[src/sv/lpp_pkg.sv]
// ----------------------------------------------------------------------------
// lpp_pkg: shared constants for the lidar packet parser
// Register indexes, reset values, field widths and packet layout defaults.
// ----------------------------------------------------------------------------
`default_nettype none

package lpp_pkg;

    // Field widths
    localparam int BYTE_W  = 8;
    localparam int ANGLE_W = 16;
    localparam int SPEED_W = 16;
    localparam int DIST_W  = 14;
    localparam int FLAGS_W = 8;

    // Configuration port
    localparam int CFG_IDX_W  = 2;
    localparam int CFG_DATA_W = 8;

    typedef enum logic [CFG_IDX_W-1:0] {
        REG_START_BYTE   = 2'd0,
        REG_INDEX_BIAS   = 2'd1,
        REG_INVALID_MASK = 2'd2
    } cfg_reg_t;

    localparam logic [CFG_DATA_W-1:0] START_BYTE_RST   = 8'd250;
    localparam logic [CFG_DATA_W-1:0] INDEX_BIAS_RST   = 8'd160;
    localparam logic [CFG_DATA_W-1:0] INVALID_MASK_RST = 8'd128;

    // Packet layout
    localparam int PACKET_LEN_DEF = 22;
    localparam int SPEED_POS_DEF  = 2;
    localparam int INDEX_POS      = 1;
    localparam int READINGS       = 4;
    localparam int FIRST_READING  = 4;
    localparam int READING_STRIDE = 4;

    // Upper distance bits kept from each reading's high byte
    localparam int DIST_HI_W = DIST_W - BYTE_W;

    // Angle is the index difference times four
    localparam int ANGLE_SHIFT = 2;

endpackage

`default_nettype wire

[src/sv/lidar_packet_parser.sv]
// ----------------------------------------------------------------------------
// lidar_packet_parser: serial packet parser for a rotating range scanner
// Collects fixed-length packets from a byte stream and emits angle, speed
// and four distance readings with their error flags per packet.
// ----------------------------------------------------------------------------
// Usage:
//   s_* channel carries one received byte per transaction (valid/ready).
//   While hunting, bytes are dropped until one equals start_byte; that byte
//   and the next PACKET_LEN-1 bytes form a packet. A start byte inside a
//   packet is plain data.
//   m_* channel carries one result per completed packet (valid/ready).
//   Timing: the last byte of a packet is loaded into the input register,
//   then the result register is loaded from the decode stage; a full
//   result register that is not being read holds that byte back.
//   Throughput: one byte per cycle while no completing byte is held. The
//   input register and the result register are separate stages, so bytes
//   keep flowing while a result waits.
//   Stall: a completing byte waits in the input register only while the
//   result register is still full and m_ready is low; other bytes pass.
//   Reset (aresetn low, synchronous): both channels empty, parser hunting,
//   registers at start_byte 250, index_bias 160, invalid_mask 128.
//   Configuration: cfg_wr_en writes register cfg_index (0 start_byte,
//   1 index_bias, 2 invalid_mask); index 3 is ignored.
// ----------------------------------------------------------------------------
`default_nettype none

module lidar_packet_parser #(
    parameter int PACKET_LEN = lpp_pkg::PACKET_LEN_DEF,
    parameter int SPEED_POS  = lpp_pkg::SPEED_POS_DEF
) (
    input  wire logic                              aclk,
    input  wire logic                              aresetn,

    input  wire logic                              cfg_wr_en,
    input  wire logic [lpp_pkg::CFG_IDX_W-1:0]     cfg_index,
    input  wire logic [lpp_pkg::CFG_DATA_W-1:0]    cfg_data,

    input  wire logic                              s_valid,
    output logic                                   s_ready,
    input  wire logic [lpp_pkg::BYTE_W-1:0]        s_rx_byte,

    output logic                                   m_valid,
    input  wire logic                              m_ready,
    output logic [lpp_pkg::ANGLE_W-1:0]            m_base_angle,
    output logic [lpp_pkg::SPEED_W-1:0]            m_speed_raw,
    output logic [lpp_pkg::DIST_W-1:0]             m_distance_a,
    output logic [lpp_pkg::DIST_W-1:0]             m_distance_b,
    output logic [lpp_pkg::DIST_W-1:0]             m_distance_c,
    output logic [lpp_pkg::DIST_W-1:0]             m_distance_d,
    output logic [lpp_pkg::FLAGS_W-1:0]            m_flags_a,
    output logic [lpp_pkg::FLAGS_W-1:0]            m_flags_b,
    output logic [lpp_pkg::FLAGS_W-1:0]            m_flags_c,
    output logic [lpp_pkg::FLAGS_W-1:0]            m_flags_d
);

    localparam int BW    = lpp_pkg::BYTE_W;
    localparam int POS_W = $clog2(PACKET_LEN);
    localparam int NR    = lpp_pkg::READINGS;
    localparam logic [POS_W-1:0] LAST_POS = POS_W'(PACKET_LEN - 1);

    // Configuration registers
    logic [BW-1:0] start_byte_reg;
    logic [BW-1:0] index_bias_reg;
    logic [BW-1:0] invalid_mask_reg;

    // Input stage
    logic          in_valid_reg;
    logic [BW-1:0] in_byte_reg;

    // Parser state
    logic             hunting_reg;
    logic [POS_W-1:0] pos_reg;
    logic [BW-1:0]    packet_store_reg [PACKET_LEN];

    // Result stage
    logic                              m_valid_reg;
    logic [lpp_pkg::ANGLE_W-1:0]       angle_reg;
    logic [lpp_pkg::SPEED_W-1:0]       speed_reg;
    logic [lpp_pkg::DIST_W-1:0]        dist_reg  [NR];
    logic [lpp_pkg::FLAGS_W-1:0]       flags_reg [NR];

    logic [lpp_pkg::ANGLE_W-1:0]       angle_next;
    logic [lpp_pkg::SPEED_W-1:0]       speed_next;
    logic [lpp_pkg::DIST_W-1:0]        dist_next  [NR];
    logic [lpp_pkg::FLAGS_W-1:0]       flags_next [NR];
    logic [lpp_pkg::ANGLE_W-1:0]       index_diff;

    logic is_start;
    logic store_en;
    logic complete;
    logic advance;
    logic accept_in;

    assign is_start  = (in_byte_reg == start_byte_reg);
    assign store_en  = in_valid_reg && (!hunting_reg || is_start);
    assign complete  = in_valid_reg && !hunting_reg && (pos_reg == LAST_POS);
    // hold a completing byte while the result register is still occupied and m_ready is low
    assign advance   = !complete || !m_valid_reg || m_ready;
    assign s_ready   = !in_valid_reg || advance;
    assign accept_in = s_valid && s_ready;

    // Decode of the stored packet; all bytes read here are stored before the
    // last byte arrives
    always_comb begin
        index_diff = {{(lpp_pkg::ANGLE_W - BW){1'b0}}, packet_store_reg[lpp_pkg::INDEX_POS]}
                   - {{(lpp_pkg::ANGLE_W - BW){1'b0}}, index_bias_reg};
        angle_next = {index_diff[lpp_pkg::ANGLE_W-lpp_pkg::ANGLE_SHIFT-1:0],
                      {lpp_pkg::ANGLE_SHIFT{1'b0}}};
        speed_next = {packet_store_reg[SPEED_POS + 1], packet_store_reg[SPEED_POS]};
    end

    for (genvar i = 0; i < NR; i++) begin : g_reading
        localparam int LO = lpp_pkg::FIRST_READING + lpp_pkg::READING_STRIDE * i;
        always_comb begin
            flags_next[i] = packet_store_reg[LO + 1] & invalid_mask_reg;
            if (flags_next[i] == '0) begin
                dist_next[i] = {packet_store_reg[LO + 1][lpp_pkg::DIST_HI_W-1:0],
                                packet_store_reg[LO]};
            end else begin
                dist_next[i] = '0;
            end
        end
    end

    // Control state
    always_ff @(posedge aclk) begin
        if (!aresetn) begin
            start_byte_reg   <= lpp_pkg::START_BYTE_RST;
            index_bias_reg   <= lpp_pkg::INDEX_BIAS_RST;
            invalid_mask_reg <= lpp_pkg::INVALID_MASK_RST;
            in_valid_reg     <= 1'b0;
            hunting_reg      <= 1'b1;
            pos_reg          <= '0;
            m_valid_reg      <= 1'b0;
        end else begin
            if (cfg_wr_en) begin
                unique case (cfg_index)
                    lpp_pkg::REG_START_BYTE:   start_byte_reg   <= cfg_data;
                    lpp_pkg::REG_INDEX_BIAS:   index_bias_reg   <= cfg_data;
                    lpp_pkg::REG_INVALID_MASK: invalid_mask_reg <= cfg_data;
                    default: ;
                endcase
            end

            if (accept_in) begin
                in_valid_reg <= 1'b1;
            end else if (advance) begin
                in_valid_reg <= 1'b0;
            end

            if (store_en && advance) begin
                if (complete) begin
                    hunting_reg <= 1'b1;
                    pos_reg     <= '0;
                end else begin
                    hunting_reg <= 1'b0;
                    pos_reg     <= pos_reg + POS_W'(1);
                end
            end

            if (complete && advance) begin
                m_valid_reg <= 1'b1;
            end else if (m_ready) begin
                m_valid_reg <= 1'b0;
            end
        end
    end

    // Payload: input byte, packet bytes and result fields
    always_ff @(posedge aclk) begin
        if (accept_in) begin
            in_byte_reg <= s_rx_byte;
        end
        if (store_en && advance) begin
            packet_store_reg[pos_reg] <= in_byte_reg;
        end
        if (complete && advance) begin
            angle_reg <= angle_next;
            speed_reg <= speed_next;
            for (int i = 0; i < NR; i++) begin
                dist_reg[i]  <= dist_next[i];
                flags_reg[i] <= flags_next[i];
            end
        end
    end

    assign m_valid      = m_valid_reg;
    assign m_base_angle = angle_reg;
    assign m_speed_raw  = speed_reg;
    assign m_distance_a = dist_reg[0];
    assign m_distance_b = dist_reg[1];
    assign m_distance_c = dist_reg[2];
    assign m_distance_d = dist_reg[3];
    assign m_flags_a    = flags_reg[0];
    assign m_flags_b    = flags_reg[1];
    assign m_flags_c    = flags_reg[2];
    assign m_flags_d    = flags_reg[3];

endmodule

`default_nettype wire

[config.mk]
export PLATFORM = sky130hd
export DESIGN_NAME = lidar_packet_parser
export DESIGN_NICKNAME = d
export VERILOG_FILES = /design/src/sv/lpp_pkg.sv /design/src/sv/lidar_packet_parser.sv
export SDC_FILE = /design/constraint.sdc
export NUM_CORES = 1
export LEC_CHECK = 0
export BUFFER_PORTS_ARGS = -buffer_cell sky130_fd_sc_hd__clkbuf_2
export CORE_UTILIZATION = 55
export DETAILED_ROUTE_END_ITERATION = 12
export GPL_TIMING_DRIVEN = 0
export PLACE_DENSITY = 0.81
export SLEW_MARGIN = 30
export SYNTH_ARGS = -nofsm -noshare
export SYNTH_HDL_FRONTEND = slang
export SYNTH_SLANG_ARGS = --single-unit
[constraint.sdc]
create_clock -name aclk -period 8.6 [get_ports aclk]
set_clock_uncertainty 0.2 [all_clocks]
set_input_delay 0.43 -clock aclk [delete_from_list [all_inputs] [get_ports aclk]]
set_output_delay 0.43 -clock aclk [all_outputs]
set_load 0.02 [all_outputs]
## After elaboration in Yosys (flattened, before gate mapping)

Memory sizes are Yosys's and may differ from the RTL's. A register that Yosys moved wholly into a read port is not among the register bits.
Index checks and enable logic that the tools add are counted.

- Bits in registers: 54
- Memory bits (writable): 264
- Memories kept: 3

- $add $sub $neg: 2
- Equality and inequality tests: 4
- Multiplexer cells: 14
- Bitwise logic cells: 4
- Reduce and logical (&&, ||, !) cells: 24

Memory list:

| memory | depth | width | read ports | clocked after Yosys merged registers in | write ports | RTL line | text |
|---|---|---|---|---|---|---|---|
| packet_store_reg | 22 | 8 | 11 | 2 | 1 | lidar_packet_parser.sv:73 | `logic [BW-1:0] packet_store_reg [PACKET_LEN];` |
| dist_reg | 4 | 14 | 4 | 0 | 4 | lidar_packet_parser.sv:79 | `logic [lpp_pkg::DIST_W-1:0] dist_reg [NR];` |
| flags_reg | 4 | 8 | 4 | 0 | 4 | lidar_packet_parser.sv:80 | `logic [lpp_pkg::FLAGS_W-1:0] flags_reg [NR];` |

Operator list:

| operator | count |
|---|---|
| 14-bit two-way mux | 4 |
| 8-bit AND | 4 |
| 8-bit logical NOT | 4 |
| 1-bit two-way mux | 9 |
| 8-bit by 8-bit subtractor with 9-bit output | 1 |
| 8-bit equality test | 1 |
| 1-bit logical AND | 6 |
| 2-bit AND reduction | 3 |
| 5-bit by 1-bit adder with 5-bit output (second input constant) | 1 |
| 5-bit equality test (second input constant) | 1 |
| 5-bit two-way mux | 1 |
| 1-bit logical NOT | 4 |
| 1-bit logical OR | 4 |
| 2-bit nonzero test | 2 |
| 2-bit by 1-bit equality test with 1-bit output (second input constant) | 1 |
| 2-bit equality test (second input constant) | 1 |
| 2-bit logical NOT | 1 |

## Logic depth before layout (Yosys ltp)

Gate-level depths: netlist of the first run.

- Word-level depth: 9
- Mapped depth: 8
- Mapped depth without buffers: 8

## Worst setup path after synthesis of the first run

No wires, ideal clock.

- Kind: register to register
- From: register pos_reg[1]
- To: memory dist_reg[0][0] (netlist bit) (enable)
- Setup time: 588 ps
- Arrival: 5623 ps
- Data required time: 7812 ps
- Path slack: 2190 ps
- Cell stages (with the launch flop): 6
- Buffers on the path: 0
- Path through: dfxtp_1 -> inv_1 -> ha_1 -> nand2b_1 -> nand2b_1 -> nor2_1

RTL lines:

| item | RTL line | text |
|---|---|---|
| start: declaration | lidar_packet_parser.sv:72 | `logic [POS_W-1:0] pos_reg;` |
| start signal: assignment | lidar_packet_parser.sv:157 | `pos_reg <= pos_reg + POS_W'(1);` |
| end: declaration | lidar_packet_parser.sv:79 |  |

## Worst setup path in the final report of the first run

- From: register in_byte_reg[2]
- To: memory packet_store_reg[9][0] (netlist bit) (enable)

- Cells in the longest elaborated chain, start to end: 6

Ends and longest elaborated chain:

| item | RTL line | text |
|---|---|---|
| start: declaration | lidar_packet_parser.sv:68 | `logic [BW-1:0] in_byte_reg;` |
| start signal: assignment | lidar_packet_parser.sv:172 | `in_byte_reg <= s_rx_byte;` |
| 8-bit equality test | lidar_packet_parser.sv:94 | `assign is_start = (in_byte_reg == start_byte_reg);` |
| 1-bit logical OR | lidar_packet_parser.sv:95 | `assign store_en = in_valid_reg && (!hunting_reg \|\| is_start);` |
| 1-bit logical AND | lidar_packet_parser.sv:95 |  |
| 1-bit logical AND | lidar_packet_parser.sv:174 | `if (store_en && advance) begin` |
| 1-bit two-way mux | lidar_packet_parser.sv:174 |  |
| 1-bit two-way mux (implied by the code) | lidar_packet_parser.sv:175 | `packet_store_reg[pos_reg] <= in_byte_reg;` |
| end: declaration | lidar_packet_parser.sv:73 |  |

Every way passes these cells.

==> qor.txt, run 1 <==
Combinational Power Share = 2.7%
RePlAce Congestion = 0.832
Hold Fails Final Rpt = 0
Data required, critical path = 8.52 ns
# diodes = 0
Run status = completed
Core Rows = 46
Largest delay share family, worst path = simple AND/OR/NAND/NOR gates
Initial antenna violation count = 0
Worst skew pair latency = 0.50 ns
CTS tree = yes
Crit start category = register
Number of enable flip-flop cells after synthesis = 209
Share of cells above drive strength 1 = 29.4%
Setup Viol. Count Final = 0
DP HPWL = 11900 um
Clock network fraction of design power = 40.6%
H-tree depth = 1
Main synth FF type = edfxtp_1
Nets = 765
Vias = 5017
Gate Count Post-Synth = 544
Mapped Area = 8920 sq um
Worst-margin pin slew = 0.870 ns
Final instance area = 10900 sq um
Routed WL per cell = 18.4 um
Mapped Avg Cell Area = 16.4 sq um
Routed Antenna Nets = 0
Total negative setup slack = 0 ns
Clock buffer depth = 3
CP Max Fanout = 12
Slowest-stage cell, CP = nor4_2
Critical path class = reg -> reg
Synth-to-Final Area Change = 22.1%
Ys async rst share = 0%
Die height = 129 um
Routed vias/inst = 5.22
Fin crit period = 3.37 ns
Vias in the first global route = 4986
Headroom to the max-slew limit = 41.5%
Count of yosys warnings during synthesis = 0
Largest stage delay on the critical path = 0.81 ns
R2r endpoint = packet_store_reg[9][0]
Max reg flops = 88
Aggregate routed wire length = 17700 um
WP buf/inv = 0
Worst Setup End Kind = register
Maxcap violations = 0
Most frequent cells in the layout = edfxtp_1 (209), clkbuf_2 (142), and2_1 (90)
Worst R2R Path Depth = 5
Seq cells post-synth = 241
Crit. Startpoint = in_byte_reg[2]
Commonest non-fill, non-tap cell in the layout = edfxtp_1
Layout Utilization = 68.6%
Setup Buffers After CTS = 0
# clock sinks = 241
Clock Tree Root = clkbuf_16
Worst r2r src = in_byte_reg[2]
Worst setup path end = packet_store_reg[9][0]
Core Box Area = 15900 sq um
Sequential fraction of the synthesis area = 77.5%
DRT Pass-1 Iters = 5
Post-DP Area = 10100 sq um
DP Cell Count = 910
Int Pwr = 1.83 mW
Grt total ovfl = 0
First-pass GRT wire length = 26200 um
Power per cell area = 210 nW/um^2
Initial Util = 56.2%
RSZ-0062 raised after global routing = no
WP depth = 5
CP arrival = 3.29 ns
I/O pin total = 145
Peak VDD IR = 0.132 mV
Hold crit path type = in -> reg
Count of unique library cells instantiated by Yosys = 46
Initial drt markers = 327
Largest net degree at the start of global routing = 28
Die ar. = 16700 sq um
Slew Limit Fails = 0
Net switching power = 0.458 mW
DRC violations left = 0
Count of buffers from port buffering = 142
Worst reg-to-reg setup slack = 5.23 ns
Cell chain of the critical path = xnor2_1 -> nand4_1 -> o21ai_1 -> nand2_2 -> nor4_2
Sw frac = 20.0%
Hold path cells = 3
Finished Layout Cells = 961
Period utilization = 39.2%
Die W = 129 um
Max Freq = 297 MHz
Share of power burned in registers = 56.8%
Leak = 4.20 nW
Total track usage = 21.2%
Inserted Clock Buffers = 23
Clock slew at reported path FFs = 0.07 ns
-- power groups by stage --
stage	clock network, mW	logic (mW)	registers (mW)
2_1_floorplan	0	0.0401	1.31
3_3_place_gp	0	0.0537	1.32
3_5_place_dp	0	0.0569	1.32
4_1_cts	0.939	0.0609	1.30
5_1_grt	0.984	0.0671	1.30
6_report	0.927	0.0612	1.30
-- metrics by stage --
stage / power (mW) / hold WS, ns / setup slack, ns
floorplan: 1.35 / 0.200 / 2.19
global placement: 1.38 / 0.202 / 0.504
detailed placement: 1.38 / 0.205 / 5.24
CTS: 2.30 / 0.00398 / 5.23
global route: 2.35 / 0.0219 / 4.94
finish: 2.29 / 0.0107 / 5.23
-- per-layer routing --
layer / up-vias / wire, um / GRT usage, %
met5: - / 0 / 0
met4: 0 / 573 / 9.41
met3: 52 / 1160 / 4.46
met2: 208 / 9130 / 37.3
met1: 2427 / 6840 / 25.2
li1: 2330 / - / -
-- cell usage after synthesis (2+ instances only) --
| cell type | n | area, sq um |
|---|---|---|
| ha_1 | 12 | 150 |
| o21ai_1 | 4 | 20.0 |
| buf_2 | 3 | 15.0 |
| o21ai_0 | 2 | 10.0 |
| and2_1 | 90 | 563 |
| mux2i_1 | 16 | 160 |
| buf_6 | 4 | 45.0 |
| or4_4 | 4 | 45.0 |
| nor4_1 | 4 | 25.0 |
| inv_1 | 15 | 56.3 |
| nand3_1 | 8 | 40.0 |
| nand2_1 | 32 | 120 |
| nor4b_1 | 2 | 17.5 |
| nor4_4 | 4 | 85.1 |
| clkbuf_1 | 6 | 22.5 |
| nor2_1 | 26 | 97.6 |
| buf_4 | 7 | 52.6 |
| a31oi_1 | 2 | 12.5 |
| a31o_1 | 2 | 17.5 |
| o22ai_1 | 2 | 12.5 |
| nor2b_1 | 5 | 31.3 |
| or2_2 | 5 | 31.3 |
| nand2b_1 | 3 | 18.8 |
| xnor2_1 | 12 | 105 |
| nand2_2 | 2 | 12.5 |
| edfxtp_1 | 209 | 6280 |
| a21oi_1 | 5 | 25.0 |
| nand4_1 | 2 | 12.5 |
| nor4bb_1 | 2 | 20.0 |
| nand3b_1 | 2 | 15.0 |
| dfxtp_1 | 32 | 641 |
| o21a_1 | 6 | 45.0 |
-- worst register-to-register path: stages, from the launching register on --
cell	delay, ns
edfxtp_1	0.77
xnor2_1	0.22
nand4_1	0.15
o21ai_1	0.48
nand2_2	0.36
nor4_2	0.81
-- cell type report --
cell class              instances  area [sq um]
plain buffers                  21           139
clock buffers                  28           594
clock inverters                13          95.1
fillers                      1051          4990
inverters                      15          56.3
multi-input cells             268          1890
flip-flops and latches        241          6920
well taps                     216           270
repair buffers                159           936
-- timing repair --
item,CTS,global route
endpoints found under the hold margin,10,0
resized for setup,0,0
hold buffers,10,0
-- worst min path at each step --
stage | start | to | slack [ns]
5_1_grt | cfg_data[5] | start_byte_reg[5] | 0.02
3_5_place_dp | packet_store_reg[3][0] | m_speed_raw[8] | 0.21
4_1_cts | s_valid | in_valid_reg | 0.004
6_report | s_valid | in_valid_reg | 0.01
2_1_floorplan | packet_store_reg[2][0] | m_speed_raw[0] | 0.20
3_3_place_gp | packet_store_reg[3][0] | m_speed_raw[8] | 0.20
-- cells by family (layout without fill, tap and decap cells) --
| logic type | count (synthesis) | in the layout | share of synthesized area, % |
|---|---|---|---|
| flops | 241 | 241 | 77.5 |
| simple gates | 199 | 199 | 13.5 |
| buf+inv | 36 | 236 | 2.19 |
| compound gates | 26 | 26 | 1.89 |
| mux | 16 | 16 | 1.79 |
| fa+ha+maj | 13 | 13 | 1.91 |
| xor+xnor | 12 | 12 | 1.18 |
| other cells | 1 | 2 | 0.0420 |
Power figures use the tool's default switching activity.
==> inputs of run 2 (changes only) <==
clock period = 3.1 ns   (was 8.6 ns; I/O delays follow)
==> run 2 against run 1 <==
  * Register-to-register slack got worse by 5.1 ns
  * Non-clock buffer count rose by 27
  * First-iteration DRC count rose by 42%
  * Flip-flop and latch count did not move
  * Die area did not move
  * Utilization rose by 2.1 points
==> qor.txt, run 2 (same netlist as run 1, synthesis figures left out) <==
Hold path cells = 2 (-1)
Slew Limit Fails = 0 (unchanged)
Worst R2R Path Depth = 9 (+4)
RSZ-0062 raised after global routing = no
Routed WL per cell = 19.1 um (+3.9%)
Aggregate routed wire length = 18900 um (+6.8%)
DP Worst Slack = -0.207 ns (-5.45 ns)
Worst r2r src = pos_reg[1]
Most frequent cells in the layout = edfxtp_1 (209), clkbuf_2 (142), and2_1 (90)
Maxcap violations = 0 (unchanged)
Routed Antenna Nets = 0 (unchanged)
# clock sinks = 241 (unchanged)
Filler cells = 998 (-5.0%)
Crit start category = register
Leak = 4.33 nW (+3.3%)
Core Box Area = 15900 sq um (unchanged)
Initial antenna violation count = 0 (unchanged)
Nets = 792 (+3.5%)
DRC violations left = 0 (unchanged)
Slowest-stage cell, CP = nor4b_2
Inserted Clock Buffers = 23 (unchanged)
Vias in the first global route = 5072 (+1.7%)
Count of buffers from port buffering = 142 (unchanged)
Layout Utilization = 70.7% (+2.1 points)
Worst-margin pin slew = 0.854 ns (-0.0162 ns)
Hold Path Origin = s_rx_byte[5]
Max Freq = 341 MHz (+15%)
Setup ws final = 0.171 ns (-5.06 ns)
Routed vias/inst = 5.29 (+1.3%)
I/O pin total = 145 (unchanged)
DRT Pass-1 Iters = 5 (unchanged)
Multi-input logic area = 1930 sq um (+2.4%)
Clock slew at reported path FFs = 0.06 ns (about the same)
Clock buffer depth = 3 (unchanged)
Setup Viol. Count Final = 0 (unchanged)
Run status = completed
Hold crit path type = in -> reg
H-tree depth = 1 (unchanged)
CP Max Fanout = 10 (-2)
Total power = 6.46 mW (+180%)
CTS tree = yes
Register area = 6920 sq um (unchanged)
Initial Util = 56.2% (unchanged)
Largest net degree at the start of global routing = 28 (unchanged)
DP Cell Count = 911 (+0.11%)
Headroom to the max-slew limit = 43.0% (+1.4 points)
Critical path class = reg -> reg
Largest stage delay on the critical path = 0.53 ns (-0.28 ns)
Vias = 5224 (+4.1%)
First-pass GRT wire length = 27400 um (+4.6%)
Die height = 129 um (unchanged)
Finished Layout Cells = 988 (+2.8%)
Hold Fails Final Rpt = 0 (unchanged)
Clock Tree Root = clkbuf_16
Worst Setup End Kind = register
Share of cells above drive strength 1 = 29.9% (+0.53 points)
Power per cell area = 575 nW/um^2 (+170%)
Max reg flops = 88 (unchanged)
Worst skew pair latency = 0.50 ns (about the same)
Worst reg-to-reg setup slack = 0.17 ns (-5.06 ns)
Die W = 129 um (unchanged)
Data required, critical path = 3.10 ns (-5.42 ns)
Period utilization = 94.5% (+55 points)
Largest delay share family, worst path = simple AND/OR/NAND/NOR gates
Synth-to-Final Area Change = 25.9%
Total track usage = 22.6% (+1.4 points)
Hold path endpoint = in_byte_reg[5]
Grt total ovfl = 0 (unchanged)
WP buf/inv = 3 (+3)
Die ar. = 16700 sq um (unchanged)
Core Rows = 46 (unchanged)
Initial drt markers = 463 (+42%)
# diodes = 0 (unchanged)
RePlAce Congestion = 0.831 (-0.12%)
Cell chain of the critical path = inv_1 -> ha_4 -> and4bb_1 -> nand2_2 -> and2_1 -> buf_2 -> nand2_2 -> nor4b_2 -> buf_2
CP arrival = 2.93 ns (-0.36 ns)
Commonest non-fill, non-tap cell in the layout = edfxtp_1
Total negative setup slack = 0 ns (unchanged)
DP HPWL = 12000 um (+0.60%)
Fin crit period = 2.93 ns (-0.439 ns)
R2r endpoint = packet_store_reg[16][4]
Peak VDD IR = 0.424 mV (+220%)
==> run 2: cell count changes in the layout (fill, tap and decap cells not counted), sizes merged <==
cell / delta
buf: +9
clkinv: -1
dlygate4sd3: +18
bufinv: +1
clkinvlp: -2
clkbuf: +1
inv: +1
==> run 2: worst max path at each step <==
stage / startpoint / end / slack, ns / cells past startpoint
final: pos_reg[1] / packet_store_reg[16][4] / 0.17 / 9
after floorplan: pos_reg[0] / dist_reg[0][0] / 0.01 / 4
after global placement: in_byte_reg[1] / packet_store_reg[16][6] / -0.74 / 5
after detailed placement: in_byte_reg[1] / packet_store_reg[9][1] / -0.21 / 5
after CTS: in_byte_reg[5] / packet_store_reg[16][4] / 0.17 / 6
after global routing: pos_reg[1] / packet_store_reg[16][4] / 0.07 / 9
==> run 2: through the flow <==
stage                     hold WS, ns  instance area [sq um]
after floorplan                0.0539                   8960
after global placement          0.133                   9950
after detailed placement        0.134                  10200
after CTS                       0.138                  11200
after global routing            0.146                  11200
final                           0.160                  11200
==> run 2: area by class of cell <==
type	count	share of cell area, %
clock inverters	12	1.01
inverters	15	0.501
repair buffers	186	10.7
plain buffers	21	1.26
flip-flops and latches	241	61.6
clock buffers	29	5.32
well taps	216	2.41
multi-input cells	268	17.2
==> run 2: what timing repair did <==
action / CTS / global route
endpoints found under the setup margin: 67 / 23
resized for setup: 2 / 1
hold buffers: 28 / 0
setup buffers: 8 / 0
endpoints found under the hold margin: 43 / 0
==> run 2: layer usage <==
| metal | global-route usage (%) | wire length [um] |
|---|---|---|
| met5 | 0 | 0 |
| met4 | 9.34 | 512 |
| met3 | 3.76 | 1400 |
| met2 | 40.5 | 9770 |
| met1 | 27.2 | 7230 |
==> run 2: report_power, final <==
part / total [mW] / leakage [nW] / internal, mW / switching, mW
combinational: 0.237 / 1.78 / 0.106 / 0.132
sequential: 3.56 / 2.21 / 3.54 / 0.0238
clock: 2.66 / 0.342 / 1.53 / 1.13
total: 6.46 / 4.33 / 5.18 / 1.28
